**src/sv/kmds_pkg.sv**
```systemverilog
// ----------------------------------------------------------------------------
// kmds_pkg
// Shared sizes, result type and a helper for the key matrix debounce scanner.
// ----------------------------------------------------------------------------
`default_nettype none

package kmds_pkg;

    localparam int NUM_ROWS  = 6;
    localparam int NUM_COLS  = 17;
    localparam int COL_W     = 5;
    localparam int COL_IDX_W = $clog2(NUM_COLS);
    localparam int CNT_W     = 8;
    localparam int KEY_W     = 7;
    localparam int PC_W      = $clog2(NUM_ROWS + 1);

    localparam logic [CNT_W-1:0] RELOAD_RESET = CNT_W'(5);

    typedef struct packed {
        logic [KEY_W-1:0]    key_count;
        logic                bounce_seen;
        logic                settled;
        logic                scan_done;
        logic [NUM_ROWS-1:0] stable_column;
    } result_t;

    function automatic logic [PC_W-1:0] pop_rows(input logic [NUM_ROWS-1:0] v);
        logic [PC_W-1:0] n;
        n = '0;
        for (int r = 0; r < NUM_ROWS; r++)
        begin
            n = n + PC_W'(v[r]);
        end
        return n;
    endfunction

endpackage

`default_nettype wire

```
**src/sv/kmds_matrix.sv**
```systemverilog
// ----------------------------------------------------------------------------
// kmds_matrix
// Raw and stable key matrices, global debounce counter and running key counts.
// ----------------------------------------------------------------------------
`default_nettype none

module kmds_matrix
    import kmds_pkg::*;
(
    input  wire logic                clk,
    input  wire logic                rst_n,
    input  wire logic                step,
    input  wire logic [COL_W-1:0]    column,
    input  wire logic [NUM_ROWS-1:0] row_bits,
    input  wire logic                cfg_we,
    input  wire logic [CNT_W-1:0]    cfg_data,
    output result_t                  res
);

    logic [NUM_ROWS-1:0] raw_reg    [NUM_COLS];
    logic [NUM_ROWS-1:0] stable_reg [NUM_COLS];
    logic [NUM_ROWS-1:0] raw_next   [NUM_COLS];
    logic [CNT_W-1:0]    count_reg;
    logic [CNT_W-1:0]    reload_reg;
    logic [KEY_W-1:0]    raw_keys_reg;
    logic [KEY_W-1:0]    stable_keys_reg;

    logic                 col_ok;
    logic [COL_IDX_W-1:0] idx;
    logic [NUM_ROWS-1:0]  old_raw;
    logic [NUM_ROWS-1:0]  diff;
    logic                 changed;
    logic                 last_col;
    logic                 commit;
    logic                 bounce;
    logic [CNT_W-1:0]     count_a;
    logic [CNT_W-1:0]     count_next;
    logic [KEY_W-1:0]     raw_keys_next;

    always_comb
    begin
        col_ok   = column < COL_W'(NUM_COLS);
        idx      = column[COL_IDX_W-1:0];
        old_raw  = raw_reg[idx];
        diff     = old_raw ^ row_bits;
        changed  = |diff;
        last_col = idx == COL_IDX_W'(NUM_COLS - 1);
        // a change while the counter still runs bounces; so does a multi-row change if the reload is non-zero
        bounce   = (changed && count_reg != '0) ||
                   (pop_rows(diff) > PC_W'(1) && reload_reg != '0);
        count_a  = changed ? reload_reg : count_reg;
        count_next = (last_col && count_a != '0) ? count_a - CNT_W'(1) : count_a;
        commit   = last_col && count_next == '0;
        raw_keys_next = raw_keys_reg + KEY_W'(pop_rows(row_bits)) - KEY_W'(pop_rows(old_raw));
        for (int c = 0; c < NUM_COLS; c++)
        begin
            raw_next[c] = (COL_IDX_W'(c) == idx) ? row_bits : raw_reg[c];
        end

        if (col_ok)
        begin
            res.stable_column = commit ? row_bits : stable_reg[idx];
            res.scan_done     = last_col;
            res.settled       = count_next == '0;
            res.bounce_seen   = bounce;
            res.key_count     = commit ? raw_keys_next : stable_keys_reg;
        end
        else
        begin
            res.stable_column = '0;
            res.scan_done     = 1'b0;
            res.settled       = count_reg == '0;
            res.bounce_seen   = 1'b0;
            res.key_count     = stable_keys_reg;
        end
    end

    always_ff @(posedge clk or negedge rst_n)
    begin
        if (!rst_n)
        begin
            for (int c = 0; c < NUM_COLS; c++)
            begin
                raw_reg[c]    <= '0;
                stable_reg[c] <= '0;
            end
            count_reg       <= RELOAD_RESET;
            reload_reg      <= RELOAD_RESET;
            raw_keys_reg    <= '0;
            stable_keys_reg <= '0;
        end
        else
        begin
            if (cfg_we)
            begin
                reload_reg <= cfg_data;
            end
            if (step && col_ok)
            begin
                raw_reg[idx] <= row_bits;
                count_reg    <= count_next;
                raw_keys_reg <= raw_keys_next;
                if (commit)
                begin
                    for (int c = 0; c < NUM_COLS; c++)
                    begin
                        stable_reg[c] <= raw_next[c];
                    end
                    stable_keys_reg <= raw_keys_next;
                end
            end
        end
    end

endmodule

`default_nettype wire

```
**src/sv/key_matrix_debounce_scanner_top.sv**
```systemverilog
// ----------------------------------------------------------------------------
// key_matrix_debounce_scanner_top
// Column-sample stream in, debounced column status stream out.
// ----------------------------------------------------------------------------
// Usage:
//   s_axis carries one column sample per beat: column index and row bits.
//   m_axis returns one beat per sample: the stable rows of that column,
//   settled and bounce flags and the stable key count; tlast marks the
//   beat of the last column, which ends a scan.
//   cfg carries the debounce reload (scans of quiet before commit); it is
//   always ready and is meant to be written while the stream is idle.
// Timing:
//   The output beat follows the input beat in the next cycle. Throughput is
//   one beat per cycle while m_axis takes its beats: the matrix state updates
//   at the input beat and the result sits in a single output register.
// Reset:
//   Both matrices clear, counter and reload return to 5, output empties.
// Stall:
//   While the output register holds a beat that is not taken, s_axis_tready
//   drops; it rises again in the cycle the beat is taken.
// ----------------------------------------------------------------------------
`default_nettype none

module key_matrix_debounce_scanner_top
    import kmds_pkg::*;
(
    input  wire logic        clk,
    input  wire logic        rst_n,
    input  wire logic        s_axis_tvalid,
    output logic             s_axis_tready,
    input  wire logic [15:0] s_axis_tdata,  // column[4:0], row_bits[10:5], zero fill
    output logic             m_axis_tvalid,
    input  wire logic        m_axis_tready,
    output logic [15:0]      m_axis_tdata,  // stable_column[5:0], settled[6],
                                            // bounce_seen[7], key_count[14:8], zero
    output logic             m_axis_tlast,  // scan_done
    input  wire logic        cfg_valid,
    output logic             cfg_ready,
    input  wire logic [7:0]  cfg_data
);

    logic    in_beat;
    logic    out_valid_reg;
    result_t res;
    result_t res_reg;

    assign s_axis_tready = !out_valid_reg || m_axis_tready;
    assign in_beat       = s_axis_tvalid && s_axis_tready;
    assign cfg_ready     = 1'b1;

    kmds_matrix u_matrix (
        .clk      (clk),
        .rst_n    (rst_n),
        .step     (in_beat),
        .column   (s_axis_tdata[COL_W-1:0]),
        .row_bits (s_axis_tdata[COL_W+NUM_ROWS-1:COL_W]),
        .cfg_we   (cfg_valid && cfg_ready),
        .cfg_data (cfg_data),
        .res      (res)
    );

    always_ff @(posedge clk or negedge rst_n)
    begin
        if (!rst_n)
        begin
            out_valid_reg <= 1'b0;
        end
        else if (s_axis_tready)
        begin
            out_valid_reg <= s_axis_tvalid;
        end
    end

    always_ff @(posedge clk)
    begin
        if (in_beat)
        begin
            res_reg <= res;
        end
    end

    assign m_axis_tvalid = out_valid_reg;
    assign m_axis_tlast  = res_reg.scan_done;
    assign m_axis_tdata  = {1'b0, res_reg.key_count, res_reg.bounce_seen,
                            res_reg.settled, res_reg.stable_column};

`ifndef SYNTHESIS
    a_beat_lands: assert property (@(posedge clk) disable iff (!rst_n)
        in_beat |=> m_axis_tvalid)
        else $error("accepted sample produced no output beat");

    a_stall_blocks: assert property (@(posedge clk) disable iff (!rst_n)
        (m_axis_tvalid && !m_axis_tready) |-> !s_axis_tready)
        else $error("input accepted while output stalled");

    a_key_range: assert property (@(posedge clk) disable iff (!rst_n)
        m_axis_tvalid |-> (m_axis_tdata[14:8] <= 7'(NUM_ROWS * NUM_COLS)))
        else $error("key count beyond matrix size");

    a_last_out_of_range: assert property (@(posedge clk) disable iff (!rst_n)
        (in_beat && s_axis_tdata[COL_W-1:0] >= COL_W'(NUM_COLS)) |=> !m_axis_tlast)
        else $error("ignored column flagged as scan end");
`endif

endmodule

`default_nettype wire
```
**config.mk**
```make
export PLATFORM = sky130hd
export DESIGN_NAME = key_matrix_debounce_scanner_top
export DESIGN_NICKNAME = d
export VERILOG_FILES = /design/src/sv/kmds_pkg.sv /design/src/sv/kmds_matrix.sv /design/src/sv/key_matrix_debounce_scanner_top.sv
export SDC_FILE = /design/constraint.sdc
export NUM_CORES = 1
export LEC_CHECK = 0
export ABC_AREA = 1
export BUFFER_PORTS_ARGS = -buffer_cell sky130_fd_sc_hd__buf_2
export CAP_MARGIN = 0
export CORE_ASPECT_RATIO = 0.9
export CORE_UTILIZATION = 30
export CTS_CLUSTER_DIAMETER = 30
export DETAILED_ROUTE_END_ITERATION = 8
export GPL_ROUTABILITY_DRIVEN = 0
export GPL_TIMING_DRIVEN = 1
export PLACE_DENSITY_LB_ADDON = 0.25
export RECOVER_POWER = 50
export SLEW_MARGIN = 20
export SYNTH_ARGS = -nofsm -noshare
export SYNTH_HDL_FRONTEND = slang
export SYNTH_SLANG_ARGS = --single-unit
```
**constraint.sdc**
```tcl
create_clock -name clk -period 12.9 [get_ports clk]
set_input_delay 1.29 -clock clk [delete_from_list [all_inputs] [get_ports clk]]
set_output_delay 1.29 -clock clk [all_outputs]
set_load 0.02 [all_outputs]
```
# == Word-level counts from Yosys, hierarchy flattened ==
# Cells that the tools add are included.
# op_classes
bitwise,2
add_sub_neg,18
shifts,0
n_lt_le_gt_ge,4
multipliers,0
div_mod_pow,0
reduce_logical,18
mux,31
n_eq_ne,17
# ops
cell,count
$mux W6,23
$bwmux W102,1
$bmux W6 S5,2
$eq A4 B5 Y1 const A,8
$add A3 B1 Y3,12
$demux W6 S5,1
$reduce_bool A8 Y1,3
$eq A3 B5 Y1 const A,4
$logic_not A8 Y1,2
$mux W16,1
$mux W8,2
$eq A2 B5 Y1 const A,2
$sub A8 B1 Y8 const B,1
$add A7 B3 Y7,1
$logic_and A1 B1 Y1,7
$mux W7,1
$sub A7 B3 Y7,1
$add A1 B1 Y2,3
$ge A6 B6 Y1 const B,1
$lt A6 B1 Y1 const B,1
$not A5 Y6,1
$reduce_or A6 Y1,1
$xor A6 B6 Y6,1
$eq A1 B5 Y1 const A,1
other kinds (8),9
# word_totals
inputBits,29
latch_bits,0
wordCells,134
mem_bits_rw,0
register_bits,251
romBits,0
mem_count,0
out_inout_bits,20

# == Depth between registers and ports, before layout ==
# Gate-level depths: netlist (run 1).
# logic_depth
depth_word,14
mapped_depth,33
ltp_nobuf,29

# == Hierarchy ==
# From an unflattened synthesis (run 1), not the netlist that was laid out.
# unflattened
cells_unflattened,1688
area_unflattened_um2,13506.7
# by_module_without_submodules
mod,n_inst,seq_area_each_um2,area_per_inst_um2,cells_each
kmds_matrix,1,5860.6,12958.7,1662
key_matrix_debounce_scanner_top,1,505.5,548.0,26

# == Worst setup path after synthesis (run 1) ==
# OpenSTA, ideal clock, no wires.
# synth_path
path_type,input to register
from,input port s_axis_tdata[0]
to,"register res_reg, in the netlist m_axis_tdata[14] (data pin)"
setup_time_ns,0.264
required_ns,12.636
setup_slack_ns,6.578
cell_stages,24
arrival_ns,6.058
path_cell_list,buf_6 > inv_2 > buf_6 > nor2_1 > clkbuf_1 > a22oi_1 > a21oi_1 > o41ai_1 > nand2_1 > ha_1 > fa_1 > fa_1 > inv_1 > fa_1 > inv_1 > fa_1 > fa_1 > o21ai_0 > a21oi_1 > nor2_1 > nor2_1 > xor2_1 > inv_1 > o21ai_0
# synth_lines
element,line_no,text
start: declaration,key_matrix_debounce_scanner_top.sv:31,"input wire logic [15:0] s_axis_tdata,"
end signal: assignment,key_matrix_debounce_scanner_top.sv:78,res_reg <= res;
end: declaration,key_matrix_debounce_scanner_top.sv:45,result_t res_reg;

==> results by group, run 1 <==
Status
  – Status: finished with violations
  – Failing checks: max-capacitance violations, max-slew violations

Final layout
  – NumNets Final: 1733
  – Diode count: 0
  – Most frequent cells in the layout: nand2_1 (608), o21ai_0 (252), dfrtp_1 (231)
  – Filler Cell Count: 4462
  – Finished layout cell area: 16100 um^2
  – Layout area overhead: 20.8%
  – FF+latch area: 6370 um^2
  – Share of cells above drive strength 1: 12.9%
  – Area occupied by multi-input gates: 6040 um^2
  – Commonest non-fill, non-tap cell in the layout: nand2_1

Drt
  – Vias post-DR: 11297
  – First-pass detailed-route iteration total: 6
  – Initial drt markers: 1176
  – Avg WL per Cell: 16.8 um
  – Post-route DRC: 0
  – Routed vias/inst: 4.86
  – Final WL: 39000 um
  – Final ANT Viol Nets: 0

Power
  – PwrDens: 186 nW/um^2
  – LEAKAGE: 6.99 nW
  – Worst IR Drop VDD: 0.106 mV
  – Total power: 2.99 mW

Synthesis
  – FF+latch count, synth: 251
  – Synth area leaders: dfrtp_1 (43%), nand2_1 (17%), o21ai_0 (9.5%)
  – Mean area per synthesized cell: 7.99 um^2
  – Sequential fraction of the synthesis area: 47.8%
  – Synth Flop Type: dfrtp_1
  – Syn nets: 1719
  – Synth cell types: 40
  – Top-area cell type share of the netlist area: 43.4%
  – Post-synth EDFFs: 16
  – Async S/R FF share, synth: 93.6%
  – Cells after Synth: 1666
  – Largest area contributor in the netlist: dfrtp_1
  – Cell Area, Synth: 13300 um^2
  – Syn. warnings: 0

Clock tree
  – CTS tree: yes
  – Clk Latency, worst-skew pair: 560 ps
  – Post-CTS Resized: 0
  – CTS root buf: clkbuf_16
  – # hold bufs at CTS: 0
  – CTS clock-pin slew for the worst setup and hold paths: 40 ps
  – Total CTS buffers: 70
  – CTS sink cnt: 251
  – Number of H-tree levels: 3
  – Max Buffers Root-to-Sink: 3
  – # Post-CTS Setup Buffers: 0

Die
  – Die width: 224 um
  – Die Ht: 202 um
  – Core footprint: 43300 um^2
  – Die ar.: 45200 um^2
  – Initial core utilization: 30.7%
  – FP Rows: 72
  – I/O pins: 49

Global routing
  – Largest net degree at the start of global routing: 113
  – Vias in the first global route: 10837
  – GRT Util Overall: 17.6%
  – First-pass GRT wire length: 62500 um
  – Gr ovfl total: 0
  – Initial antenna violation count: 0

Placement
  – Worst Setup Slack post-DPL: 4240 ps
  – IO Port Bufs: 41
  – Detail Placement HPWL: 24300 um
  – Post-DP Area: 13800 um^2

Worst setup path
  – Crit start category: input pin
  – Worst EP arrival: 8610 ps
  – CP most frequent cell: clkbuf_1
  – Setup CP Type: in -> async
  – Worst Path Buf+Inv: 2
  – CP max stage cell: clkbuf_1
  – Crit path cell chain: clkbuf_1 -> clkbuf_1
  – Req. time, crit path: 12720 ps
  – Worst reg2reg path depth: 26
  – Crit path launch: rst_n
  – Worst-path fanout max: 112
  – FF-to-FF Start: u_matrix.raw_reg[6]$_DFFE_PN0P_
  – Slowest stage delay, CP: 4360 ps
  – Critical path's top delay family: buffers and inverters
  – Crit. End Element: asynchronous set/reset pin
  – Crit path depth: 2

STA
  – Clock skew: 29.5 ps
  – Max-slew headroom: -325%
  – Final setup violation count: 0
  – Final Hold Fails: 0
  – Tcrit/Tclk final: 68.1%
  – Total negative setup slack: 0 ps
  – Worst-Margin Slew: 6380 ps
  – RSZ-0062 raised after global routing: false
  – Max frequency: 114 MHz
  – Fin worst setup slack: 4110 ps
  – Pins over their slew limit: 240
  – Final min period: 8790 ps

Job
  – Max-cap violations: 3

Min path
  – Hold Crit Depth: 2
  – Hold Crit Start: u_matrix.stable_reg[22]$_DFFE_PN0P_
  – Hold Path Class: reg -> reg
-- power breakdown --
part	leakage, nW	switching (mW)	internal (mW)
Sequential	3.34	0.0444	0.864
Combinational	2.52	0.263	0.132
Clock	1.14	0.527	1.16
-- final cells by class --
class / count / share of cell area [%]
clock buffers: 90 / 12.2
multi-input cells: 1219 / 37.5
flip-flops and latches: 251 / 39.6
repair buffers: 55 / 1.73
clock inverters: 35 / 2.36
well taps: 592 / 4.61
inverters: 83 / 1.94
-- logic make-up (layout without fill, tap and decap cells) --
logic type,Yosys count,in the layout,synth area share (%)
buf+inv,196,263,6.90
other cells,2,2,0.0564
flops,251,251,47.8
compound gates,472,472,20.3
xor+xnor,10,10,0.658
simple gates,711,711,21.4
fa+ha+maj,24,24,2.88
-- path summary, 6_finish.rpt --
check	endpoint	slack, ps
min in group asynchronous	u_matrix.stable_reg[69]$_DFFE_PN0P_	3100
setup / recovery	u_matrix.stable_keys_reg[5]$_DFFE_PN0P_	4110
hold reg to reg	u_matrix.stable_reg[22]$_DFFE_PN0P_	480
max in group clk	u_matrix.stable_reg[15]$_DFFE_PN0P_	4750
setup reg to reg	u_matrix.stable_reg[15]$_DFFE_PN0P_	6850
hold / removal	u_matrix.stable_reg[22]$_DFFE_PN0P_	480
-- metal layers --
layer  part of all wire (%)  GRT usage (%)  wire, um
met2                     44           26.8     17300
met5                      0              0         0
met1                     49           25.5     19000
met4                    1.8           5.26       689
met3                    5.3           2.94      2080
-- worst reg2reg max path, stage by stage, from the launching register on --
cell     delay, ps
dfrtp_1        390
a22oi_1        330
a21oi_1        180
o41ai_1        490
nand2_1        170
xor2_1         200
inv_1           70
ha_1           140
nand3_1        130
nor2_4         280
nand2_2        240
nand2_1        120
nand2_1        140
ha_1           280
inv_1          110
nor2_2          90
nand2_4        110
nand2_4         90
nand2_1        110
nand2_1         90
nor2_1         130
nand2_1        100
nor2_4         150
nand3_4        720
buf_4          810
nand2_1        210
o21ai_2         60
-- cells in the mapped netlist (6+ instances only) --
cell / number
a21oi_1: 40
a22oi_1: 64
buf_2: 8
buf_4: 6
buf_6: 20
clkbuf_1: 78
dfrtp_1: 231
edfxtp_1: 16
fa_1: 11
ha_1: 13
inv_1: 70
inv_2: 11
nand2_1: 608
nand3_1: 34
nor2_1: 37
nor4_1: 6
o21ai_0: 252
o21ai_1: 69
o21ai_2: 40
xor2_1: 9
-- metrics by stage --
stage / hold slack [ps] / util, % / instances
6_report: 477 / 37.1 / 2325
3_3_place_gp: 463 / 31.8 / 2200
3_5_place_dp: 469 / 31.8 / 2200
2_1_floorplan: 449 / - / 1666
4_1_cts: 480 / 37.2 / 2325
5_1_grt: 503 / 37.1 / 2325
Note: power is estimated with default switching activity, not from simulation.
==> inputs of run 2 (changes only) <==
- ABC_AREA: 1 -> 0
- clock period: 12.9 -> 7.2 ns (I/O delays scaled with it)
==> run 2 against run 1 <==
Net effect:
- the run still ends with max-capacitance violations, max-slew violations left
- combinational power is 82% higher
- core utilization down 1.1 points
- sequential share of layout area decreased by 0.66 points
- clock power increased by 46%
- global-route usage fell by 1.5 points
- via count down 20%
- setup slack got worse by 3400 ps
- critical path type is now in -> reg
- critical endpoint is now m_axis_tdata[11]$_DFFE_PP_
- largest power group unchanged
==> results by group, run 2 <==
Synthesis
  – Mean area per synthesized cell: 12.4 um^2
  – Post-synth top cells: mux2_2 (262), dfrtp_1 (231), nand2_1 (104)
  – Top-area cell type share of the netlist area: 41.9%
  – Cells after Synth: 1111
  – Cell Area, Synth: 13800 um^2
  – Syn nets: 1164
  – Synth cell types: 62
  – Sequential fraction of the synthesis area: 46.2%
  – Count leader, synth: mux2_2
  – Post-synth EDFFs: 16
  – Syn. warnings: 0
  – Synth area leaders: dfrtp_1 (42%), mux2_2 (21%), mux4_2 (9.0%)
  – Synth Flop Type: dfrtp_1
  – Largest area contributor in the netlist: dfrtp_1
  – Async S/R FF share, synth: 93.6%
  – FF+latch count, synth: 251

Drt
  – First-pass detailed-route iteration total: 6
  – Initial drt markers: 519
  – Avg WL per Cell: 20.5 um
  – Final ANT Viol Nets: 0
  – Routed vias/inst: 5.02
  – Final WL: 36800 um
  – Vias post-DR: 8993
  – Post-route DRC: 0

Worst setup path
  – Setup CP Type: in -> reg
  – Reg-to-reg endpoint: m_axis_tdata[11]$_DFFE_PP_
  – Crit start category: input pin
  – Worst EP arrival: 6810 ps
  – Critical path's top delay family: multiplexers
  – Worst Path Buf+Inv: 3
  – FF-to-FF Start: u_matrix.raw_reg[12]$_DFFE_PN0P_
  – Crit. End Element: flip-flop
  – Crit path launch: s_axis_tdata[0]
  – Slowest stage delay, CP: 630 ps
  – Worst reg2reg path depth: 19
  – R2r setup slk: 890 ps
  – CP max stage cell: mux4_2
  – Req. time, crit path: 7510 ps
  – Worst-path fanout max: 14
  – Crit path depth: 20
  – Crit path cell chain: buf_4 -> mux4_2 -> mux4_2 -> a22oi_1 -> xnor2_1 -> inv_1 -> ha_1 -> nand2_1 -> or4b_1 -> mux2i_1 -> ha_1 -> inv_1 -> or4_1 -> nor3_1 -> a311oi_1 -> a2111oi_0 -> mux2_2 -> o31a_1 -> nand3_1 -> mux2_2

Placement
  – Detail Placement HPWL: 24500 um
  – Worst Setup Slack post-DPL: 93.9 ps
  – IO Port Bufs: 41

STA
  – Max-slew headroom: -183%
  – Max frequency: 154 MHz
  – Pins over their slew limit: 238
  – Worst-Margin Slew: 4240 ps
  – Total negative setup slack: 0 ps
  – Worst hold slack: 358 ps
  – Fin worst setup slack: 696 ps
  – Final Hold Fails: 0
  – Final setup violation count: 0
  – RSZ-0062 raised after global routing: false
  – Clock skew: 24.5 ps
  – Tcrit/Tclk final: 90.3%
  – Final min period: 6500 ps

Die
  – Die ar.: 46800 um^2
  – Die width: 228 um
  – Core footprint: 45400 um^2
  – Initial core utilization: 30.4%
  – I/O pins: 49
  – FP Rows: 74
  – Die Ht: 205 um

Status
  – Failing checks: max-capacitance violations, max-slew violations
  – Status: finished with violations

Clock tree
  – # Post-CTS Setup Buffers: 0
  – Post-CTS Resized: 0
  – CTS tree: yes
  – CTS root buf: clkbuf_16
  – Max Buffers Root-to-Sink: 3
  – Total CTS buffers: 52
  – CTS sink cnt: 251
  – CTS clock-pin slew for the worst setup and hold paths: 50 ps
  – Clk Latency, worst-skew pair: 580 ps
  – Number of H-tree levels: 2
  – # hold bufs at CTS: 0

Final layout
  – NumNets Final: 1196
  – Most frequent cells in the layout: mux2_2 (262), dfrtp_1 (231), nand2_1 (104)
  – Commonest non-fill, non-tap cell in the layout: mux2_2
  – Filler Cell Count: 4475
  – Share of cells above drive strength 1: 41.6%
  – Layout area overhead: 18.6%
  – Diode count: 0

Global routing
  – GRT Util Overall: 16.1%
  – First-pass GRT wire length: 57600 um
  – Largest net degree at the start of global routing: 165
  – Gr ovfl total: 0
  – Initial antenna violation count: 6
  – Vias in the first global route: 9193

Power
  – PwrDens: 293 nW/um^2
  – Worst IR Drop VDD: 0.201 mV
  – LEAKAGE: 7.48 nW

Min path
  – Hold Crit Depth: 3
  – Hold Crit Start: cfg_data[7]
  – Hold Path Class: in -> reg
  – Hold Path End: u_matrix.reload_reg[7]$_DFFE_PN0P_

Job
  – Max-cap violations: 2
## run 2: changes by cell type after synthesis, sizes merged, moves of 8 or more
cell    change
nand3      -19
xnor2      +10
nand2     -509
nor2b      +10
inv        -39
a22oi      -62
mux4       +55
o21ai     -287
mux2i      +19
a21oi      -22
clkbuf     -18
xor2        -8
nor2       -18
mux2      +272
## run 2: worst max path at each step
stage	end
after floorplan	u_matrix.stable_keys_reg[0]$_DFFE_PN0P_
after global placement	m_axis_tdata[12]$_DFFE_PP_
after detailed placement	m_axis_tdata[11]$_DFFE_PP_
after CTS	m_axis_tdata[11]$_DFFE_PP_
after global routing	u_matrix.stable_reg[37]$_DFFE_PN0P_
final	m_axis_tdata[11]$_DFFE_PP_
## run 2: logic make-up after synthesis
logic type               synth area share (%)
flip-flops                               46.2
XOR/XNOR                                0.762
adder cells (fa/ha/maj)                  2.78
multiplexers                             32.8
other                                  0.0545
AND/OR/NAND/NOR                          7.12
buffers and inverters                    4.31
AO/OA/AOI/OAI                            5.95
## run 2: cell type report
| cell class | instances | area, um^2 | share of cell area, % |
|---|---|---|---|
| clock inverter | 39 | 459 | 2.81 |
| tap | 608 | 761 | 4.65 |
| clock buffer | 57 | 1340 | 8.19 |
| multi-input combinational | 728 | 6830 | 41.8 |
| sequential | 251 | 6370 | 38.9 |
| inverter | 42 | 158 | 0.964 |
| timing repair buffer | 68 | 442 | 2.70 |
## run 2: power breakdown
| part | switching (mW) | internal, mW |
|---|---|---|
| logic | 0.392 | 0.328 |
| clock network | 0.845 | 1.60 |
| registers | 0.0890 | 1.54 |
## run 2: routing by layer
layer,up-vias,wire [um],part of all wire [%],GRT usage [%]
li1,4111,-,-,-
met1,4635,17800,48,23.0
met2,170,16600,45,24.7
met3,73,1670,4.5,3.10
met4,4,798,2.2,4.70
met5,-,33,0.090,0
## run 2: worst register-to-register path, cell delays in order (launching register included)
cell and delay, ps:
dfrtp_1 390, mux4_2 540, mux4_2 530, a22oi_1 290
xnor2_1 130, inv_1 70, ha_1 150, nand2_1 60
or4b_1 620, mux2i_1 290, ha_1 220, inv_1 90
or4_1 550, nor3_1 220, a311oi_1 70, a2111oi_0 370
mux2_2 240, o31a_1 350, nand3_1 420, mux2_2 440
## run 2: through the flow
step                instance area, um^2  instances  util [%]  power, mW
CTS                               16400       1793      36.1       4.86
global placement                  14600       1697      32.2       2.37
finish                            16400       1793      36.1       4.80
detailed placement                14600       1697      32.2       2.38
floorplan                         13800       1111         -       2.17
global route                      16400       1793      36.1       5.04
==> inputs of run 3 (changes only) <==
- CORE_UTILIZATION: 30 -> 25
- REMOVE_ABC_BUFFERS: unset -> 1
==> run 3 against run 2 <==
Net effect:
- the run still ends with max-capacitance violations, max-slew violations left
- wire length grew 6.9%
- clock skew increased by 6.0 ps
- die area is 20% higher
- final area grew 2.3%
- setup slack about the same
==> results by group, run 3 (synthesis results as in run 2) <==
Status
  – Status: finished with violations
  – Failing checks: max-capacitance violations, max-slew violations

Drt
  – Vias post-DR: 9175
  – Final WL: 39400 um
  – Routed vias/inst: 4.83
  – First-pass detailed-route iteration total: 5
  – Post-route DRC: 0
  – Avg WL per Cell: 20.7 um
  – Initial drt markers: 629
  – Final ANT Viol Nets: 0

Global routing
  – First-pass GRT wire length: 60900 um
  – Gr ovfl total: 0
  – Largest net degree at the start of global routing: 110
  – Initial antenna violation count: 3
  – Vias in the first global route: 9534
  – GRT Util Overall: 14.3%

Clock tree
  – # Post-CTS Setup Buffers: 0
  – Post-CTS Resized: 0
  – Max Buffers Root-to-Sink: 3
  – # hold bufs at CTS: 0
  – Total CTS buffers: 56
  – CTS root buf: clkbuf_16
  – Clk Latency, worst-skew pair: 590 ps
  – CTS clock-pin slew for the worst setup and hold paths: 40 ps
  – CTS sink cnt: 251
  – Number of H-tree levels: 2
  – CTS tree: yes

Min path
  – Hold Path Class: in -> reg
  – Hold Crit Depth: 2

Worst setup path
  – Critical path's top delay family: multiplexers
  – Worst reg2reg path depth: 20
  – Worst EP arrival: 6960 ps
  – Crit. End Element: flip-flop
  – Req. time, crit path: 7660 ps
  – CP max stage cell: or4b_1
  – Worst-path fanout max: 109
  – Slowest stage delay, CP: 610 ps
  – Crit path depth: 22
  – Setup CP Type: in -> reg
  – Crit path cell chain: buf_2 -> buf_4 -> mux4_2 -> mux4_2 -> a22oi_1 -> xnor2_1 -> inv_1 -> ha_1 -> nand2_1 -> or4b_1 -> mux2i_1 -> ha_1 -> inv_1 -> or4_1 -> nor3_1 -> a311oi_1 -> a2111oi_0 -> mux2_2 -> o31a_1 -> nand4_1 -> buf_12 -> mux2_2
  – Worst Path Buf+Inv: 5
  – Crit start category: input pin

Power
  – PwrDens: 305 nW/um^2
  – Worst IR Drop VDD: 0.193 mV
  – LEAKAGE: 7.58 nW

STA
  – Max frequency: 154 MHz
  – Worst-Margin Slew: 5170 ps
  – Final min period: 6500 ps
  – Pins over their slew limit: 114
  – Final Hold Fails: 0
  – Clock skew: 30.5 ps
  – Tcrit/Tclk final: 90.3%
  – Total negative setup slack: 0 ps
  – Max-slew headroom: -245%
  – Worst hold slack: 363 ps
  – RSZ-0062 raised after global routing: false
  – Final setup violation count: 0

Final layout
  – Non-filler cells, final: 1901
  – Layout area overhead: 21.3%
  – Share of cells above drive strength 1: 41.0%
  – Commonest non-fill, non-tap cell in the layout: mux2_2
  – NumNets Final: 1201
  – End-of-flow core utilization: 30.7%
  – Filler Cell Count: 5430
  – Most frequent cells in the layout: mux2_2 (262), dfrtp_1 (231), nand2_1 (104)

Die
  – Initial core utilization: 25.3%
  – I/O pins: 49
  – Core footprint: 54400 um^2
  – Die ar.: 56100 um^2
  – FP Rows: 81
  – Die Ht: 225 um
  – Die width: 250 um

Job
  – Max-cap violations: 2

Placement
  – Detail Placement HPWL: 26000 um
  – IO Port Bufs: 41
  – Dpl cells: 1795
[run 3: cell count changes in the layout (fill, tap and decap cells not counted), sizes merged]
cell      before  now
clkbuf        61   94
clkinvlp      11   10
buf           64   57
inv           46   42
diode          0    1
clkinv        17    5
bufinv         7    8
[run 3: path summary, 6_finish.rpt]
| check | start | endpoint | slack, ps |
|---|---|---|---|
| worst max-delay path | s_axis_tdata[1] | u_matrix.stable_reg[13]$_DFFE_PN0P_ | 700 |
| worst min-delay path | s_axis_tvalid | m_axis_tvalid$_DFFE_PN0N_ | 360 |
| worst max register to register | u_matrix.raw_reg[78]$_DFFE_PN0P_ | u_matrix.stable_reg[13]$_DFFE_PN0P_ | 830 |
| worst min register to register | u_matrix.raw_reg[4]$_DFFE_PN0P_ | u_matrix.raw_reg[4]$_DFFE_PN0P_ | 490 |
| max in group asynchronous | rst_n | u_matrix.stable_reg[13]$_DFFE_PN0P_ | 2220 |
| min in group asynchronous | rst_n | m_axis_tvalid$_DFFE_PN0N_ | 2040 |
[run 3: area by class of cell]
class,instances,area (um^2),share of cell area [%]
flip-flops and latches,251,6370,38.1
clock inverters,23,380,2.27
clock buffers,82,1680,10.1
repair buffers,69,417,2.49
inverters,42,158,0.942
multi-input cells,728,6840,40.9
well taps,705,882,5.27
diodes,1,2.50,0.0150
[run 3: metal layers]
| layer | share of wire (%) | wire, um | GRT usage, % | vias to the layer above |
|---|---|---|---|---|
| met2 | 44 | 17300 | 21.2 | 220 |
| li1 | - | - | - | 4126 |
| met3 | 5.6 | 2220 | 3.61 | 49 |
| met1 | 49 | 19300 | 20.7 | 4780 |
| met4 | 1.6 | 634 | 3.66 | 0 |
| met5 | 0 | 0 | 0 | - |
[run 3: per-stage QoR]
stage          cell area (um^2)  power, mW  setup WS, ps
2_1_floorplan             13400       2.14         -3110
3_3_place_gp              14700       2.37           250
3_5_place_dp              14700       2.39           135
4_1_cts                   16700       5.17           750
5_1_grt                   16700       5.35           238
6_report                  16700       5.11           695
[run 3: report_power, final]
part / internal, mW / leakage, nW / switching [mW] / total (mW)
registers: 1.54 / 3.33 / 0.0923 / 1.63
clock network: 1.90 / 0.972 / 0.849 / 2.75
logic: 0.328 / 3.28 / 0.400 / 0.728
